`src/hw/rtl/pcode_stack_machine_top_assert.svh`:
```
// ----------------------------------------------------------------------------
// Assertion macros for the P-code stack machine
// Implication forms used by pcsm_ctrl, the one module that carries checks.
// ----------------------------------------------------------------------------
`ifndef PCODE_STACK_MACHINE_TOP_ASSERT_SVH
`define PCODE_STACK_MACHINE_TOP_ASSERT_SVH

// Consequent must hold in the same cycle as the antecedent.
`define PCSM_ASSERT_NOW(lbl, clk, rst_n, ante, cons, msg) \
    lbl: assert property (@(posedge clk) disable iff (!rst_n) (ante) |-> (cons)) \
        else $error(msg);

// Consequent must hold in the cycle after the antecedent.
`define PCSM_ASSERT_NEXT(lbl, clk, rst_n, ante, cons, msg) \
    lbl: assert property (@(posedge clk) disable iff (!rst_n) (ante) |=> (cons)) \
        else $error(msg);

`endif

```
`src/hw/rtl/pcsm_pkg.sv`:
```
`timescale 1ns / 1ps
// ----------------------------------------------------------------------------
// pcsm_pkg
// Constants, command and status types and helpers for the stack machine.
// ----------------------------------------------------------------------------
package pcsm_pkg;

    localparam int STACK_DEPTH = 128;
    localparam int SAW         = $clog2(STACK_DEPTH);
    localparam int PROG_DEPTH  = 1024;
    localparam int PCW         = $clog2(PROG_DEPTH);
    localparam int MAX_LEVEL   = 15;
    localparam int LVW         = 4;
    localparam int WW          = 32;
    localparam int EW          = WW + 2;

    localparam int OPR_RET     = 0;
    localparam int OPR_NEG     = 1;
    localparam int OPR_ADD     = 2;
    localparam int OPR_SUB     = 3;
    localparam int OPR_MUL     = 4;
    localparam int OPR_DIV     = 5;
    localparam int OPR_ODD     = 6;
    localparam int OPR_EQ      = 8;
    localparam int OPR_NE      = 9;
    localparam int OPR_LT      = 10;
    localparam int OPR_GE      = 11;
    localparam int OPR_GT      = 12;
    localparam int OPR_LE      = 13;
    localparam int OPR_PRINT   = 14;
    localparam int OPR_NEWLINE = 15;
    localparam int OPR_READ    = 16;

    typedef enum logic [2:0] {
        F_LIT, F_LOD, F_STO, F_CAL, F_INT, F_JMP, F_JPC, F_OPR
    } t_func;

    typedef enum logic [2:0] {
        K_RET, K_NEG, K_ODD, K_BIN, K_PRINT, K_NL, K_READ, K_NONE
    } t_opr_kind;

    typedef enum logic [2:0] {
        RD_NONE, RD_BT, RD_ADDR, RD_TOP, RD_TOPM1, RD_RET, RD_DYN
    } t_rd_sel;

    typedef enum logic [3:0] {
        WR_NONE, WR_PUSH_A, WR_PUSH_RD, WR_PUSH_IN, WR_ADDR,
        WR_CAL1, WR_CAL2, WR_CAL3, WR_TOP_UN, WR_TOPM1_RES
    } t_wr_sel;

    typedef enum logic [2:0] {
        LAT_NONE, LAT_WALK, LAT_X, LAT_Y, LAT_ALU, LAT_DIV
    } t_lat_sel;

    typedef enum logic [2:0] {T_KEEP, T_INC, T_DEC, T_ADD, T_RET} t_tsel;
    typedef enum logic [1:0] {B_KEEP, B_CAL, B_RET} t_bsel;
    typedef enum logic [1:0] {P_INC, P_A, P_RET} t_psel;

    typedef enum logic [4:0] {
        S_IDLE, S_WALK, S_WALK_W, S_EXEC, S_LOD_W, S_STO_W, S_CAL2, S_CAL3,
        S_JPC_W, S_RET1, S_RET2, S_RET3, S_UN_W, S_BIN1, S_BIN2, S_BIN3,
        S_DIV, S_BIN_WR, S_PR_W
    } t_state;

    typedef struct packed {
        logic     load;
        t_rd_sel  rd;
        t_wr_sel  wr;
        t_lat_sel lat;
        logic     div_start;
        logic     commit;
        logic     fault;
        logic     pv;
        logic     pn;
        t_tsel    tsel;
        t_bsel    bsel;
        t_psel    psel;
    } t_dp_cmd;

    typedef struct packed {
        t_func     func;
        t_opr_kind kind;
        logic      is_div;
        logic      lev_bad;
        logic      cnt_zero;
        logic      bt_ok;
        logic      addr_ok;
        logic      t_inc_ok;
        logic      t_dec_ok;
        logic      t3_ok;
        logic      tadd_ok;
        logic      a_prog_ok;
        logic      ret_ok;
        logic      np_ok;
        logic      nb_ok;
        logic      rd_zero;
        logic      y_zero;
        logic      div_busy;
        logic      out_full;
    } t_dp_status;

    function automatic logic signed [EW-1:0] ext_word(input logic [WW-1:0] v);
        return $signed({{(EW-WW){v[WW-1]}}, v});
    endfunction

    function automatic logic signed [EW-1:0] ext_idx(input logic [SAW-1:0] v);
        return $signed({{(EW-SAW){1'b0}}, v});
    endfunction

    function automatic logic in_stack(input logic signed [EW-1:0] x);
        return (x >= 0) && (x < EW'(STACK_DEPTH));
    endfunction

    function automatic logic in_prog(input logic signed [EW-1:0] x);
        return (x >= 0) && (x < EW'(PROG_DEPTH));
    endfunction

    // Entries one and two come out of reset holding 1.
    function automatic logic [WW-1:0] stack_reset_val(input logic [SAW-1:0] idx);
        return ((idx == SAW'(1)) || (idx == SAW'(2))) ? WW'(1) : '0;
    endfunction

endpackage

```
`src/hw/rtl/pcsm_ctrl.sv`:
```
`timescale 1ns / 1ps
`include "pcode_stack_machine_top_assert.svh"
// ----------------------------------------------------------------------------
// pcsm_ctrl
// Instruction sequencer: steps the datapath through walk, access and commit.
// ----------------------------------------------------------------------------
module pcsm_ctrl
    import pcsm_pkg::*;
(
    input  logic       i_clk,
    input  logic       i_rst_n,
    input  logic       i_in_valid,
    input  t_dp_status i_st,
    output logic       o_in_ready,
    output t_dp_cmd    o_cmd
);

    t_state  r_state, n_state;
    t_dp_cmd cmd;
    logic    do_fault;

    always_ff @(posedge i_clk) begin
        if (!i_rst_n) begin
            r_state <= S_IDLE;
        end else begin
            r_state <= n_state;
        end
    end

    always_comb begin
        cmd      = '0;
        n_state  = r_state;
        do_fault = 1'b0;
        case (r_state)
            S_IDLE: begin
                if (i_in_valid) begin
                    cmd.load = 1'b1;
                    n_state  = S_WALK;
                end
            end
            S_WALK: begin
                if (!(i_st.func == F_LOD || i_st.func == F_STO || i_st.func == F_CAL)) begin
                    n_state = S_EXEC;
                end else if (i_st.lev_bad) begin
                    do_fault = 1'b1;
                end else if (i_st.cnt_zero) begin
                    n_state = S_EXEC;
                end else if (!i_st.bt_ok) begin
                    do_fault = 1'b1;
                end else begin
                    cmd.rd  = RD_BT;
                    n_state = S_WALK_W;
                end
            end
            S_WALK_W: begin
                cmd.lat = LAT_WALK;
                n_state = S_WALK;
            end
            S_EXEC: begin
                case (i_st.func)
                    F_LIT: begin
                        if (i_st.t_inc_ok) begin
                            cmd.wr     = WR_PUSH_A;
                            cmd.commit = 1'b1;
                            cmd.tsel   = T_INC;
                        end else begin
                            do_fault = 1'b1;
                        end
                    end
                    F_LOD: begin
                        if (i_st.addr_ok && i_st.t_inc_ok) begin
                            cmd.rd  = RD_ADDR;
                            n_state = S_LOD_W;
                        end else begin
                            do_fault = 1'b1;
                        end
                    end
                    F_STO: begin
                        if (i_st.addr_ok && i_st.t_dec_ok) begin
                            cmd.rd  = RD_TOP;
                            n_state = S_STO_W;
                        end else begin
                            do_fault = 1'b1;
                        end
                    end
                    F_CAL: begin
                        if (i_st.t3_ok && i_st.a_prog_ok) begin
                            cmd.wr  = WR_CAL1;
                            n_state = S_CAL2;
                        end else begin
                            do_fault = 1'b1;
                        end
                    end
                    F_INT: begin
                        if (i_st.tadd_ok) begin
                            cmd.commit = 1'b1;
                            cmd.tsel   = T_ADD;
                        end else begin
                            do_fault = 1'b1;
                        end
                    end
                    F_JMP: begin
                        if (i_st.a_prog_ok) begin
                            cmd.commit = 1'b1;
                            cmd.psel   = P_A;
                        end else begin
                            do_fault = 1'b1;
                        end
                    end
                    F_JPC: begin
                        if (i_st.t_dec_ok) begin
                            cmd.rd  = RD_TOP;
                            n_state = S_JPC_W;
                        end else begin
                            do_fault = 1'b1;
                        end
                    end
                    default: begin
                        case (i_st.kind)
                            K_RET: begin
                                if (i_st.ret_ok) begin
                                    cmd.rd  = RD_RET;
                                    n_state = S_RET1;
                                end else begin
                                    do_fault = 1'b1;
                                end
                            end
                            K_NEG, K_ODD: begin
                                cmd.rd  = RD_TOP;
                                n_state = S_UN_W;
                            end
                            K_BIN: begin
                                if (i_st.t_dec_ok) begin
                                    cmd.rd  = RD_TOPM1;
                                    n_state = S_BIN1;
                                end else begin
                                    do_fault = 1'b1;
                                end
                            end
                            K_PRINT: begin
                                if (i_st.t_dec_ok) begin
                                    cmd.rd  = RD_TOP;
                                    n_state = S_PR_W;
                                end else begin
                                    do_fault = 1'b1;
                                end
                            end
                            K_NL: begin
                                cmd.commit = 1'b1;
                                cmd.pv     = 1'b1;
                                cmd.pn     = 1'b1;
                            end
                            K_READ: begin
                                if (i_st.t_inc_ok) begin
                                    cmd.wr     = WR_PUSH_IN;
                                    cmd.commit = 1'b1;
                                    cmd.tsel   = T_INC;
                                end else begin
                                    do_fault = 1'b1;
                                end
                            end
                            default: begin
                                cmd.commit = 1'b1;
                            end
                        endcase
                    end
                endcase
            end
            S_LOD_W: begin
                cmd.wr     = WR_PUSH_RD;
                cmd.commit = 1'b1;
                cmd.tsel   = T_INC;
            end
            S_STO_W: begin
                cmd.wr     = WR_ADDR;
                cmd.commit = 1'b1;
                cmd.tsel   = T_DEC;
            end
            S_CAL2: begin
                cmd.wr  = WR_CAL2;
                n_state = S_CAL3;
            end
            S_CAL3: begin
                cmd.wr     = WR_CAL3;
                cmd.commit = 1'b1;
                cmd.bsel   = B_CAL;
                cmd.psel   = P_A;
            end
            S_JPC_W: begin
                if (!i_st.rd_zero) begin
                    cmd.commit = 1'b1;
                    cmd.tsel   = T_DEC;
                end else if (i_st.a_prog_ok) begin
                    cmd.commit = 1'b1;
                    cmd.tsel   = T_DEC;
                    cmd.psel   = P_A;
                end else begin
                    do_fault = 1'b1;
                end
            end
            S_RET1: begin
                cmd.lat = LAT_X;
                cmd.rd  = RD_DYN;
                n_state = S_RET2;
            end
            S_RET2: begin
                cmd.lat = LAT_Y;
                n_state = S_RET3;
            end
            S_RET3: begin
                if (i_st.np_ok && i_st.nb_ok) begin
                    cmd.commit = 1'b1;
                    cmd.tsel   = T_RET;
                    cmd.bsel   = B_RET;
                    cmd.psel   = P_RET;
                end else begin
                    do_fault = 1'b1;
                end
            end
            S_UN_W: begin
                cmd.wr     = WR_TOP_UN;
                cmd.commit = 1'b1;
            end
            S_BIN1: begin
                cmd.lat = LAT_X;
                cmd.rd  = RD_TOP;
                n_state = S_BIN2;
            end
            S_BIN2: begin
                cmd.lat = LAT_Y;
                n_state = S_BIN3;
            end
            S_BIN3: begin
                if (!i_st.is_div) begin
                    cmd.lat = LAT_ALU;
                    n_state = S_BIN_WR;
                end else if (i_st.y_zero) begin
                    do_fault = 1'b1;
                end else begin
                    cmd.div_start = 1'b1;
                    n_state       = S_DIV;
                end
            end
            S_DIV: begin
                if (!i_st.div_busy) begin
                    cmd.lat = LAT_DIV;
                    n_state = S_BIN_WR;
                end
            end
            S_BIN_WR: begin
                cmd.wr     = WR_TOPM1_RES;
                cmd.commit = 1'b1;
                cmd.tsel   = T_DEC;
            end
            S_PR_W: begin
                cmd.commit = 1'b1;
                cmd.pv     = 1'b1;
                cmd.tsel   = T_DEC;
            end
            default: begin
                n_state = S_IDLE;
            end
        endcase

        if (do_fault) begin
            cmd.commit = 1'b1;
            cmd.fault  = 1'b1;
        end
        if (cmd.commit) begin
            n_state = S_IDLE;
        end
        // Hold the whole step while the previous result has not been taken.
        if (cmd.commit && i_st.out_full) begin
            cmd     = '0;
            n_state = r_state;
        end
    end

    assign o_cmd      = cmd;
    assign o_in_ready = (r_state == S_IDLE);

    `PCSM_ASSERT_NEXT(a_leave_idle, i_clk, i_rst_n, i_in_valid && o_in_ready, !o_in_ready, "accepted beat did not start execution")
    `PCSM_ASSERT_NOW(a_commit_room, i_clk, i_rst_n, cmd.commit, !i_st.out_full, "commit while result register full")
    `PCSM_ASSERT_NOW(a_fault_quiet, i_clk, i_rst_n, cmd.commit && cmd.fault, cmd.wr == WR_NONE && !cmd.pv, "faulting step writes or prints")

endmodule

```
`config.mk`:
```
export PLATFORM = sky130hd
export DESIGN_NAME = pcsm_ctrl
export DESIGN_NICKNAME = d
export VERILOG_FILES = /design/src/hw/rtl/pcsm_pkg.sv /design/src/hw/rtl/pcsm_ctrl.sv
export VERILOG_INCLUDE_DIRS = /design/src /design/src/hw/rtl
export SDC_FILE = /design/constraint.sdc
export NUM_CORES = 1
export LEC_CHECK = 0
export BUFFER_PORTS_ARGS = -buffer_cell sky130_fd_sc_hd__buf_4
export CAP_MARGIN = 20
export CORE_ASPECT_RATIO = 0.75
export CORE_MARGIN = 1
export CORE_UTILIZATION = 50
export DETAILED_ROUTE_END_ITERATION = 8
export PLACE_DENSITY_LB_ADDON = 0.3
export SYNTH_ARGS = -nofsm -noshare
export SYNTH_HDL_FRONTEND = slang
export SYNTH_SLANG_ARGS = --single-unit
```
`constraint.sdc`:
```
create_clock -name i_clk -period 2.6 [get_ports i_clk]
set_input_delay 0.13 -clock i_clk [delete_from_list [all_inputs] [get_ports i_clk]]
set_output_delay 0.13 -clock i_clk [all_outputs]
set_load 0.01 [all_outputs]
```
== Yosys cells after proc, flatten, opt, wreduce, memory -nomap -nowiden ==
Cells that the tools add are included.

* Flip-flop bits (word level): 5
* Bits of input ports: 26
* Output and inout bits: 24
* Logic and storage cells: 163

* Reduce and logical (&&, ||, !) cells: 25
* Equality and inequality tests: 45
* Multiplexer cells: 91
* Bitwise operators: 1

{| class="wikitable"
|+ Operators with widths
! kind !! number
|-
| two-way mux 5 bit || 16
|-
| case mux 5 bit (12 select lines) || 1
|-
| equality test 5 x 4 -> 1 bit (second input constant) || 8
|-
| two-way mux 1 bit || 36
|-
| case mux 3 bit (4 select lines) || 3
|-
| case mux 3 bit (5 select lines) || 2
|-
| case mux 4 bit (7 select lines) || 1
|-
| case mux 5 bit (5 select lines) || 1
|-
| != test 4 bit (second input constant) || 6
|-
| two-way mux 23 bit || 1
|-
| two-way mux 2 bit || 11
|-
| equality test 5 x 3 -> 1 bit (second input constant) || 4
|-
| case mux 5 bit (4 select lines) || 1
|-
| equality test 3 bit (second input constant) || 6
|-
| two-way mux 3 bit || 6
|-
| AND reduction 16 bit || 1
|-
| equality test 5 bit (second input constant) || 3
|-
| OR reduction 5 bit || 3
|-
| != test 7 bit (second input constant) || 2
|-
| equality test 3 x 2 -> 1 bit (second input constant) || 4
|-
| case mux 4 bit (3 select lines) || 1
|-
| equality test 5 x 2 -> 1 bit (second input constant) || 2
|-
| != test 10 x 5 -> 1 bit (second input constant) || 1
|-
| case mux 3 bit (3 select lines) || 1
|-
| other kinds (26) || 41
|}

== Depth between registers and ports, before layout ==
* Depth after elaboration: 9
* Gate-level depth with buffers: 9
* Gate-level depth less buffers: 6

== Worst setup path before layout ==
OpenSTA, ideal clock, no wires.

* Path kind: reg-to-output
* Start point: reg r_state[3]
* End point: out o_cmd[3] (netlist bit)
* Data required time: 2,470 ps
* Cell stages (with the launch flop): 10
* Arrival time: 2,110 ps
* Path buffers: 3
* Setup slack: 360 ps
* Cell sequence: dfxtp_1 > clkbuf_2 > or3_1 > nor2_1 > a32o_1 > a311oi_2 > a21boi_2 > buf_6 > nor4_1 > buf_4

{| class="wikitable"
|+ RTL lines
! item !! RTL line !! RTL
|-
| start: declaration || pcsm_ctrl.sv:18 || <nowiki>t_state r_state, n_state;</nowiki>
|-
| start signal: assignment || pcsm_ctrl.sv:26 || <nowiki>r_state <= n_state;</nowiki>
|-
| end: declaration || pcsm_ctrl.sv:15 || <nowiki>output t_dp_cmd o_cmd</nowiki>
|}

==> results by group <==
Logic synthesis
  – Avg Cell Area, Syn: 6.46 um2
  – Number of synthesized flops with an enable pin: 0
  – Synth cell types: 64
  – Syn Nets: 255
  – Top post-synthesis cells by area: nor2_1, dfxtp_1, nand3_1
  – Synth Flop Type: dfxtp_1
  – Seq/Total Area, Yosys: 6.76%
  – Post-synthesis cell type with the largest combined area: nor2_1
  – Synth warn: 0
  – Yosys top cell area share: 7.61%
  – Synth Register Bits: 5
  – Ys async rst share: 0%
  – Synth Instances: 229
  – Synthesized cell area: 0.00148 mm2

Clock tree
  – Clk sink count: 5
  – CTS buffer count: 3
  – Clock Tree Buf Depth: 2
  – Root Driver: clkbuf_8
  – CTS tree: done
  – Clk Latency, worst-skew pair: 0.22 ns
  – H-tree depth: 1
  – # hold bufs at CTS: 0
  – Reg clk slew, reported paths: 0.04 ns

Power and ir drop
  – Clock Power Share: 22.1%
  – Peak VDD IR: 0.000216 V
  – Combinational fraction of design power: 62.3%
  – Cell Int Power: 368 uW
  – Switching Share: 43.5%
  – Static leakage: 0.000779 uW
  – Psw: 284 uW
  – Cell area power density: 331 mW/mm2
  – Flop pwr share: 15.5%

Timing
  – Slew headroom: 71.8%
  – FMAX: 0.403 GHz
  – Clock skew: 0.000584 ns
  – Period utilization: 95.3%
  – Setup Viol. Count Final: 0
  – RSZ-0062 raised after global routing: false
  – Final critical-path required period: 2.48 ns
  – Fin. Hold Viols: 0
  – Worst-margin pin slew: 0.419 ns
  – Setup tns final: 0 ns
  – Slew Viols, Final: 0

Detailed routing
  – Vias per inst: 6.54
  – DRT antenna net count: 0
  – DR top layer: met4
  – WL/cell: 17.0 um
  – M1 wire length: 2.39 mm
  – TritonRoute pass-1 iters: 5
  – Remaining DRCs: 0
  – Routed via count: 2060
  – Met2 Wirelength: 2.17 mm
  – DR WL met3: 760 um
  – Drt initial violations: 267
  – Drt total wl: 5.37 mm

Worst hold path
  – Hold_sp: i_rst_n
  – Min-Delay Path Class: primary input to flop
  – Min-Delay Endpoint: r_state[0]
  – Hold path cells: 3

Final layout
  – Max reg flops: 5
  – Layout cell share with drive strength beyond 1: 29.4%
  – Net count, final: 306
  – Diodes inserted: 0
  – Fin util: 72.9%
  – Layout overhead on the synthesized area: 33.1%
  – Top Registers: r_state (5)
  – Reg with most FFs: r_state

GRT
  – Total grt overflow: 0
  – Vias in the first global route: 1795
  – Initial antenna violation count: 0
  – Total track usage: 34.9%
  – Pin count of the biggest net entering global routing: 21
  – First-pass GRT wire length: 8.85 mm

Critical path
  – Critical path class: flop to output pin
  – RR Startpoint: r_state[2]
  – FF-to-FF path depth: 9
  – Critical Path Fanout Max: 13
  – CP startpoint kind: flop
  – RR Endpoint: r_state[1]
  – Beginning of the critical path: r_state[4]
  – Worst EP required: 2.47 ns
  – WP data arrival: 2.35 ns
  – Reg-to-reg setup timing slack: 0.54 ns
  – CP endpoint kind: output pin

Floorplan
  – Die X: 64.8 um
  – Die H: 49.1 um
  – Initial Utilization: 54.8%
  – Site Rows: 16
  – Overall die area: 0.00318 mm2
  – CORE AREA: 0.00270 mm2
  – Ports: 50

Place
  – Hpwl dp: 4.16 mm
  – I/O Buffers: 49
  – GPL Wtd Cong: 1.02

Status
  – Status: completed

Job
  – Max-cap viol count: 0
[worst max path at each step]
| stage | end | slack [ns] | cells after the start |
|---|---|---|---|
| global route | o_cmd[17] | 0.01 | 8 |
| CTS | o_cmd[4] | 0.13 | 9 |
| finish | o_cmd[4] | 0.12 | 8 |
| floorplan | o_cmd[3] | 0.36 | 9 |
| detailed placement | o_cmd[4] | 0.36 | 8 |
| global placement | o_cmd[4] | 0.31 | 9 |
[critical path: stages (launching register included)]
cell and delay (ns):
dfxtp_1 0.55, nand3b_1 0.19, nor2_1 0.06, a32o_1 0.26, a311oi_4 0.37, a21boi_4 0.15, buf_4 0.18, nor4_4 0.21
buf_4 0.16
[stage by stage]
| stage | hold slack (ns) | cell area (um2) | setup slack (ns) | total power (uW) | std cells |
|---|---|---|---|---|---|
| after floorplan | 0.308 | 1480 | 0.360 | 339 | 229 |
| after global placement | 0.467 | 1890 | 0.314 | 485 | 309 |
| after detailed placement | 0.471 | 1890 | 0.362 | 483 | 309 |
| after CTS | 0.241 | 1930 | 0.126 | 628 | 313 |
| after global routing | 0.258 | 1970 | 0.0106 | 695 | 315 |
| final | 0.234 | 1970 | 0.121 | 653 | 315 |
[routing by layer]
metal,global-route usage [%],up-vias
met2,49.1,165
met4,5.56,0
met5,0,-
met3,5.37,8
met1,54.8,915
li1,-,972
[cell type report]
class	instances	area, um2
Timing Repair Buffer	66	495
Sequential cell	5	101
Clock buffer	4	45.0
Tap cell	36	45.0
Fill cell	243	733
Multi-Input combinational cell	200	1270
Inverter	4	15.0
[cell families (layout without fill, tap and decap cells)]
logic type      after synthesis  after routing  synth area share, %
simple gates                124            124                 46.7
xor+xnor                      3              3                 1.78
mux                           2              2                 1.44
buf+inv                      24             74                 8.87
compound gates               71             71                 34.5
flops                         5              5                 6.76
[Yosys cell counts (all sizes together) (3+ instances only)]
library cell,count
nand2b,6
or3,3
nand4b,5
nor2b,7
a31oi,6
inv,4
and2,3
nor2,30
buf,17
dfxtp,5
nor3b,3
nor4,4
nor3,10
nand4,3
o22ai,5
nand3,17
nand2,19
o21ai,13
o21bai,4
a21oi,14
xnor2,3
a21o,3
clkbuf,3
nand3b,4
[timing repair]
action	in CTS	in global routing
setup buffers	0	2
hold endpoints to repair	0	0
resized for setup	0	3
setup endpoints to repair	0	8
[cell usage in the layout (no fill, tap or decap), drive strengths merged, types with 3 or more instances in the layout]
master,instances
clkbuf,4
dfxtp,5
nand2,19
nor4,4
nand4b,5
nor2,30
buf,66
a21oi,14
nor3,10
and2,3
inv,4
o22ai,5
nand2b,6
or3,3
nor2b,7
nor3b,3
a21o,3
nand4,3
nand3,17
xnor2,3
a31oi,6
o21bai,4
o21ai,13
nand3b,4
[power groups by stage]
stage | clock [uW] | combinational (uW) | sequential, uW
floorplan | 0 | 246 | 93.2
global placement | 0 | 384 | 101
detailed placement | 0 | 382 | 101
CTS | 146 | 383 | 99.6
global route | 153 | 438 | 103
finish | 145 | 407 | 101
No activity file was read; power rests on OpenSTA's default activity.
